[src/rtl/srlbm_divider.sv]
// srlbm_divider: shared restoring divider, one quotient bit per cycle
// no dependencies
module srlbm_divider (
    input  logic        clk,
    input  logic        rst_n,
    input  logic        start,
    input  logic [47:0] dividend,
    input  logic [47:0] divisor,
    output logic        done,
    output logic [47:0] quotient
);
    logic [47:0] rem_reg, rem_next;
    logic [47:0] quo_reg, quo_next;
    logic [47:0] den_reg, den_next;
    logic [5:0]  cnt_reg, cnt_next;
    logic        busy_reg, busy_next;
    logic [48:0] trial;

    // load on start, else one restoring step while busy
    always_comb
    begin
        rem_next  = rem_reg;
        quo_next  = quo_reg;
        den_next  = den_reg;
        cnt_next  = cnt_reg;
        busy_next = busy_reg;
        trial     = {rem_reg, quo_reg[47]};
        done      = 1'b0;
        if (start)
        begin
            rem_next  = '0;
            quo_next  = dividend;
            den_next  = divisor;
            cnt_next  = 6'd0;
            busy_next = 1'b1;
        end
        else if (busy_reg)
        begin
            if (trial >= {1'b0, den_reg})
            begin
                rem_next = 48'(trial - {1'b0, den_reg});
                quo_next = {quo_reg[46:0], 1'b1};
            end
            else
            begin
                rem_next = trial[47:0];
                quo_next = {quo_reg[46:0], 1'b0};
            end
            cnt_next = cnt_reg + 6'd1;
            if (cnt_reg == 6'd47)
            begin
                busy_next = 1'b0;
                done      = 1'b1;
            end
        end
    end

    assign quotient = quo_next;

    always_ff @(posedge clk or negedge rst_n)
    begin
        if (!rst_n)
        begin
            busy_reg <= 1'b0;
            cnt_reg  <= '0;
        end
        else
        begin
            busy_reg <= busy_next;
            cnt_reg  <= cnt_next;
        end
    end

    always_ff @(posedge clk)
    begin
        rem_reg <= rem_next;
        quo_reg <= quo_next;
        den_reg <= den_next;
    end
endmodule

[config.mk]
export PLATFORM = sky130hd
export DESIGN_NAME = srlbm_divider
export DESIGN_NICKNAME = d
export VERILOG_FILES = /design/src/rtl/srlbm_divider.sv
export SDC_FILE = /design/constraint.sdc
export NUM_CORES = 1
export LEC_CHECK = 0
export ABC_AREA = 0
export ABC_CLOCK_PERIOD_IN_PS = 3900
export BUFFER_PORTS_ARGS = -buffer_cell sky130_fd_sc_hd__buf_2
export CAP_MARGIN = 5
export CORE_ASPECT_RATIO = 1.4
export CORE_MARGIN = 1
export CORE_UTILIZATION = 50
export CTS_CLUSTER_SIZE = 8
export DETAILED_ROUTE_END_ITERATION = 10
export GPL_TIMING_DRIVEN = 0
export PLACE_DENSITY = 0.84
export SYNTH_ARGS = -nofsm -noshare
export SYNTH_HDL_FRONTEND = slang
export SYNTH_SLANG_ARGS = --single-unit
[constraint.sdc]
create_clock -name clk -period 3.9 [get_ports clk]
set_input_delay 0.78 -clock clk [delete_from_list [all_inputs] [get_ports clk]]
set_output_delay 0.78 -clock clk [all_outputs]
set_load 0.005 [all_outputs]
==> results of run 1 <==
-- final cells by class --
cell class	instances	area [sq um]	area share (%)
timing repair buffer	162	855	7.85
inverter	60	225	2.07
buffer	51	230	2.11
multi-input combinational	760	5120	47.1
clock buffer	17	425	3.91
tap	236	295	2.71
clock inverter	15	194	1.78
sequential	151	3540	32.5
-- routing by layer --
layer	up-vias	global-route usage, %	wire length [um]
li1	4053	-	-
met1	3943	28.2	9070
met2	384	50.5	13600
met3	107	6.83	1750
met4	0	19.6	1390
met5	-	0	0
-- path summary, 6_finish.rpt --
path	to	start	cells past startpoint	slack (ps)
max in group asynchronous	busy_reg$_DFF_PN0_	rst_n	1	3570
min in group clk	den_reg[0]$_DFFE_PP_	divisor[0]	1	500
worst min register to register	rem_reg[20]$_SDFFE_PP0P_	rem_reg[20]$_SDFFE_PP0P_	2	510
worst max-delay path	quotient[0]	den_reg[1]$_DFFE_PP_	15	-100
worst max register to register	rem_reg[43]$_SDFFE_PP0P_	den_reg[35]$_DFFE_PP_	14	380
worst min-delay path	cnt_reg[1]$_DFFE_PN0P_	rst_n	1	160
-- stage by stage --
step                power, mW  worst slack [ps]
detailed placement       4.60              -495
finish                   6.56              -104
floorplan                3.93               581
CTS                      6.38             -86.5
global placement         4.54              -384
global route             6.91              -195
-- cell families (layout without fill, tap and decap cells) --
kind of cell,after synthesis,in the layout,share of synthesized area (%)
adder cells (fa/ha/maj),50,50,7.08
buffers and inverters,123,305,5.46
AND/OR/NAND/NOR,294,294,14.5
XOR/XNOR,41,41,4.02
multiplexers,59,59,6.66
AO/OA/AOI/OAI,316,316,22.8
flip-flops,151,151,39.6
-- power breakdown --
group          internal (mW)  switching, mW  leakage, nW  total, mW
registers               1.88          0.197         1.35       2.07
clock network          0.875          0.809        0.301       1.68
logic                   1.14           1.67         3.55       2.81
total                   3.89           2.67         5.21       6.56
-- layout by cell type, fill, tap and decap left out, drive strengths merged, types with 15 or more instances in the layout --
master	count
mux2i	55
xnor2	26
nand2	111
nand4	19
a21oi	90
edfxtp	48
inv	65
xor2	15
buf	177
o21ai	90
a21o	25
dfxtp	96
ha	49
clkbuf	53
nor2	97
a211oi	39
-- repair_timing --
item / 4_1_cts / 5_1_grt
hold buffers: 0 / 0
pin swaps: 3 / 13
endpoints found under the setup margin: 49 / 12
gates resized for setup: 28 / 31
buffers inserted: 3 / 12
==> summary.md, run 1 <==
| Metric | Value |
|---|---|
| Fin crit share | `103%` |
| Max_cap viols | `0` |
| Setup crit start kind | `register` |
| GP Congestion | `0.971` |
| Height of the die | `160 um` |
| Fin Setup TNS | `-130 ps` |
| Crit path cell chain | `inv_2, ha_4, nor2b_4, o31a_4, o31ai_4, a21oi_2, o211ai_1, buf_4, o21ai_2, a21oi_2, buf_6, nor2_4, a21oi_2, o21ai_2, buf_2` |
| Pin count of the biggest net entering global routing | `50` |
| Register area share after synthesis | `39.6%` |
| Max Clk Rate | `0.250 GHz` |
| GRT Resource Usage Total | `28.2%` |
| CTS root buf | `clkbuf_16` |
| Crit-path most repeated cell | `a21oi_2` |
| Final design utilization | `62.6%` |
| WL final | `25800 um` |
| Non-Filler Instances | `1452` |
| Worst hold-check path type | `in -> async` |
| List of most frequent post-synthesis cells | `nand2_1 (111), nor2_1 (97), dfxtp_1 (96)` |
| Flops & latches, synth | `151` |
| Vias per std cell | `5.85` |
| RSZ-0062 raised after global routing | `yes` |
| Final Skew | `12.5 ps` |
| Most frequently used flop master after synthesis | `dfxtp_1` |
| CTS tree | `yes` |
| Setup crit end kind | `output port` |
| Crit path time final | `4000 ps` |
| Critical path type | `reg -> out` |
| Synth area leader | `dfxtp_1` |
| Clock Path Buffers | `2` |
| Post-route setup slack | `-104 ps` |
| Synthesized area | `8940 sq um` |
| P per Cell Area | `between 600 and 700 nW/um^2` |
| Nets@finish | `1352` |
| Syn nets | `1183` |
| Crit path largest cell delay | `410 ps` |
| First-pass GRT wire length | `39900 um` |
| Routed Antenna Nets | `0` |
| Most common cell in the netlist | `nand2_1` |
| Initial core utilization | `51.4%` |
| Design area | `10900 sq um` |
| Post-synth top area share | `21.5%` |
| Post-synth ARST share | `4.64%` |
| Placed cell area | `9970 sq um` |
| Row count | `57` |
| Hold slack | `between 150 and 200 ps` |
| Io pins | `148` |
| Inst Count DP | `1417` |
| Avg Inst Size Synth | `between 8 and 9 sq um` |
| Final hold viol count | `0` |
| FILL cells | `1457` |
| First drt pass iteration count | `5` |
| IO Port Bufs | `147` |
| DR vias | `8487` |
| Slowest CP cell | `edfxtp_1` |
| Initial antenna violation count | `0` |
| Crit path max fanout | `4` |
| Largest cells by area after synthesis | `dfxtp_1 (21%), edfxtp_1 (16%), ha_1 (6.9%), mux2i_1 (6.2%), a21oi_1 (4.9%)` |
| Share of layout cells above drive strength 1 | `between 20% and 30%` |
| Post-synth EDFFs | `48` |
| Total core area | `approximately 17000 sq um` |
| P_leak | `5.21 nW` |
| Remaining Overflow, GRT | `0` |
| Actual transition at the worst max-transition pin | `~1000 ps` |
| Failing checks | `negative setup slack` |
| CP top delay family | `compound AO/OA/AOI/OAI gates` |
| Clock H-tree levels | `4` |
| Status | `finished with violations` |
| Worst-Skew Late Latency | `450 ps` |
| Peak VDD IR | `0.298 mV` |
| Drt drc | `0` |
| Ys Warns | `0` |
| DR iter-0 viols | `approximately 540` |
| Max transition margin | `a little under a third` |
| Routed len/inst | `17.8 um` |
| Die area | `18400 sq um` |
| Die width | `115 um` |
| Clk pin slew, worst setup/hold paths | `70 ps` |
| # diodes | `0` |
| Unique masters post-synth | `61` |
| Worst Path Arrival | `3220 ps` |
| Max Slew Vio Count | `0` |
| Final setup violating endpoints | `2` |
| Area delta synth->final | `21.7%` |
| CTS Buf Count | `17` |
| Hpwl dp | `18500 um` |
| Clock Sinks | `151` |
| Critical path buffer and inverter count | `4` |
| Cells after synthesis | `a little over 1000` |
| CP Data Required Time | `~3100 ps` |
| Vias in the first global route | `approximately 8500` |
(Power assumes the default switching activity.)
==> run 2, diff against run 1 <==
- PLACE_DENSITY: 0.84 -> 0.77
==> run 2 against run 1 <==
Against the previous run:
- the run still ends with negative setup slack left
- combinational power is 3% lower
- final area down 0.90%
- clock skew shrank 1.9 ps
- first-iteration DRC count rose by 1.8%
- non-clock buffer count down 8
- sequential share of layout area is 0.29 points higher
- highest routed layer unchanged
==> summary.md, run 2 (synthesis gave the netlist of run 1 again) <==
| Metric | Value |
|---|---|
| Crit-path most repeated cell | `a21oi_2` |
| Actual transition at the worst max-transition pin | `864 ps (-176 ps)` |
| Final setup violating endpoints | `1 (-1)` |
| Area delta synth->final | `20.6%` |
| Worst-Skew Late Latency | `440 ps (about the same)` |
| Worst Path Arrival | `3180 ps (-40 ps)` |
| Vias in the first global route | `8222 (-3.0%)` |
| Critical path buffer and inverter count | `3 (-1)` |
| Clk pwr share | `26.5% (+0.8 points)` |
| # hold bufs at CTS | `0 (unchanged)` |
| Total core area | `17400 sq um (unchanged)` |
| GP Congestion | `0.971 (about the same)` |
| Nets@finish | `1344 (-0.59%)` |
| GR Util met2 | `49.9% (-0.63 points)` |
| Crit path largest cell delay | `450 ps (+40 ps)` |
| WL final | `24700 um (-4.5%)` |
| CTS tree | `yes` |
| Clock Sinks | `151 (unchanged)` |
| Initial antenna violation count | `0 (unchanged)` |
| P per Cell Area | `604 nW/um^2 (+0.17%)` |
| R2r worst-path depth | `13 (-1)` |
| R2R Path Start | `quo_reg[47]$_DFF_P_` |
| P_leak | `5.16 nW (-0.93%)` |
| Vias per std cell | `5.68 (-2.8%)` |
| Combinational power share | `41.7% (-1.1 points)` |
| Setup crit start kind | `register` |
| Final Skew | `10.5 ps (-1.92 ps)` |
| Height of the die | `160 um (unchanged)` |
| Final hold viol count | `0 (unchanged)` |
| Setup crit end kind | `output port` |
| Post-layout power | `6.52 mW (-0.73%)` |
| First drt pass iteration count | `5 (unchanged)` |
| Io pins | `148 (unchanged)` |
| Pin count of the biggest net entering global routing | `50 (unchanged)` |
| First-pass GRT wire length | `39700 um (-0.52%)` |
| Drt drc | `0 (unchanged)` |
| Crit path time final | `3960 ps (-40.1 ps)` |
| Remaining Overflow, GRT | `0 (unchanged)` |
| Met3 Resource Use GR | `5.81% (-1.0 points)` |
| IO Port Bufs | `147 (unchanged)` |
| Critical R2R Capture | `rem_reg[46]$_SDFFE_PP0P_` |
| Max transition margin | `42.4% (+12 points)` |
| Crit path cell chain | `inv_2, ha_4, nor2b_2, o31a_2, o31ai_4, a21oi_2, o211ai_1, o21ai_1, a21oi_2, buf_4, nor2_4, a21oi_2, o21ai_2, buf_2` |
| Die area | `18400 sq um (unchanged)` |
| Internal power | `3.91 mW (+0.51%)` |
| Failing checks | `negative setup slack` |
| Share of layout cells above drive strength 1 | `20.3% (-1.1 points)` |
| Clock H-tree levels | `4 (unchanged)` |
| CP top delay family | `compound AO/OA/AOI/OAI gates` |
| Commonest non-fill, non-tap cell in the layout | `buf_2` |
| DR vias | `8205 (-3.3%)` |
| Worst hold-check path type | `in -> async` |
| Die width | `115 um (unchanged)` |
| Max_cap viols | `0 (unchanged)` |
| Peak VDD IR | `0.391 mV (+31%)` |
| DR iter-0 viols | `554 (+1.8%)` |
| Most Crowded Layer GR | `met2` |
| Most frequent cells in the layout | `buf_2 (149), nand2_1 (109), dfxtp_1 (96), nor2_1 (95)` |
| # diodes | `0 (unchanged)` |
| Post-route setup slack | `-63.7 ps (+40.1 ps)` |
| Fin crit share | `102% (-1.0 points)` |
| Hold slack | `153 ps (-8.54 ps)` |
| Max Clk Rate | `0.252 GHz (+1.0%)` |
| CP Data Required Time | `3120 ps (about the same)` |
| Routed len/inst | `17.1 um (-4.0%)` |
| GRT Resource Usage Total | `27.7% (-0.53 points)` |
| CTS root buf | `clkbuf_16` |
| Max Slew Vio Count | `0 (unchanged)` |
| Hpwl dp | `18300 um (-1.1%)` |
| Switching power | `2.60 mW (-2.5%)` |
| CTS Buf Count | `17 (unchanged)` |
| Clock Path Buffers | `2 (unchanged)` |
| R2R Setup Slk | `430 ps (+50 ps)` |
| Clk pin slew, worst setup/hold paths | `70 ps (about the same)` |
| Slowest CP cell | `edfxtp_1` |
| Sw frac | `40.0% (-0.74 points)` |
| Status | `finished with violations` |
| Initial core utilization | `51.4% (unchanged)` |
| Routed Antenna Nets | `0 (unchanged)` |
| Met1 usage | `30.0% (+1.8 points)` |
| Critical path type | `reg -> out` |
| RSZ-0062 raised after global routing | `yes` |
| Row count | `57 (unchanged)` |
| Crit path max fanout | `4 (unchanged)` |
| Sequential share of power | `31.7% (about the same)` |
==> run 2: cell count changes in the layout (fill, tap and decap cells not counted), moves of 2 or more <==
cell	before	now
a21oi_2	12	7
clkinv_4	2	0
clkbuf_2	4	1
buf_4	21	17
clkinv_8	6	4
inv_6	0	3
a21oi_1	77	82
==> run 2: final cells by class <==
type	instances	area [sq um]
plain buffers	47	208
clock buffers	17	425
clock inverters	15	196
fillers	1544	6610
inverters	60	225
multi-input cells	760	5070
flip-flops and latches	151	3540
well taps	236	295
repair buffers	158	825
==> run 2: timing repair <==
| item | 4_1_cts | 5_1_grt |
|---|---|---|
| resized for setup | 22 | 21 |
| setup endpoints to repair | 49 | 23 |
| setup buffers | 6 | 5 |
| endpoints found under the hold margin | 0 | 0 |
| pin swaps | 6 | 7 |
==> run 2: worst max-delay path by stage <==
stage,end,cells after the start,startpoint
5_1_grt,quotient[0],14,den_reg[1]$_DFFE_PP_
3_5_place_dp,quotient[30],7,start
6_report,quotient[0],14,den_reg[1]$_DFFE_PP_
2_1_floorplan,quotient[0],13,den_reg[1]$_DFFE_PP_
4_1_cts,quotient[0],14,den_reg[1]$_DFFE_PP_
3_3_place_gp,quotient[26],7,start
==> run 2: worst reg2reg max path: stages, from the launching register on <==
cell,delay [ps]
dfxtp_1,370
inv_1,60
ha_1,230
fa_1,390
nor2b_1,220
o31ai_2,100
a211oi_1,350
o21ai_1,200
a21oi_2,290
o21ai_1,190
o21ai_2,280
nand4_1,170
mux2_2,300
a211oi_1,220
==> run 2: metal layers <==
| layer | vias up | wire length [um] |
|---|---|---|
| met5 | - | 0 |
| met4 | 0 | 1070 |
| met3 | 76 | 1410 |
| met2 | 285 | 12700 |
| met1 | 3818 | 9460 |
| li1 | 4026 | - |
==> run 2: power by group through the flow <==
stage          combinational [mW]  sequential [mW]  clock (mW)
2_1_floorplan                1.90             2.03           0
3_3_place_gp                 2.47             2.09           0
3_5_place_dp                 2.50             2.09           0
4_1_cts                      2.59             2.06        1.74
5_1_grt                      2.99             2.10        1.81
6_report                     2.72             2.07        1.73
==> run 2: stage by stage <==
step	instances	setup WS (ps)	utilization (%)	cell area, sq um	setup TNS [ps]
floorplan	1034	581	-	8940	0
global placement	1417	-285	57.3	9970	-10670
detailed placement	1417	-468	57.3	9970	-19240
CTS	1446	-69.2	61.4	10700	-69.2
global route	1444	-170	62.0	10800	-170
finish	1444	-63.7	62.0	10800	-63.7
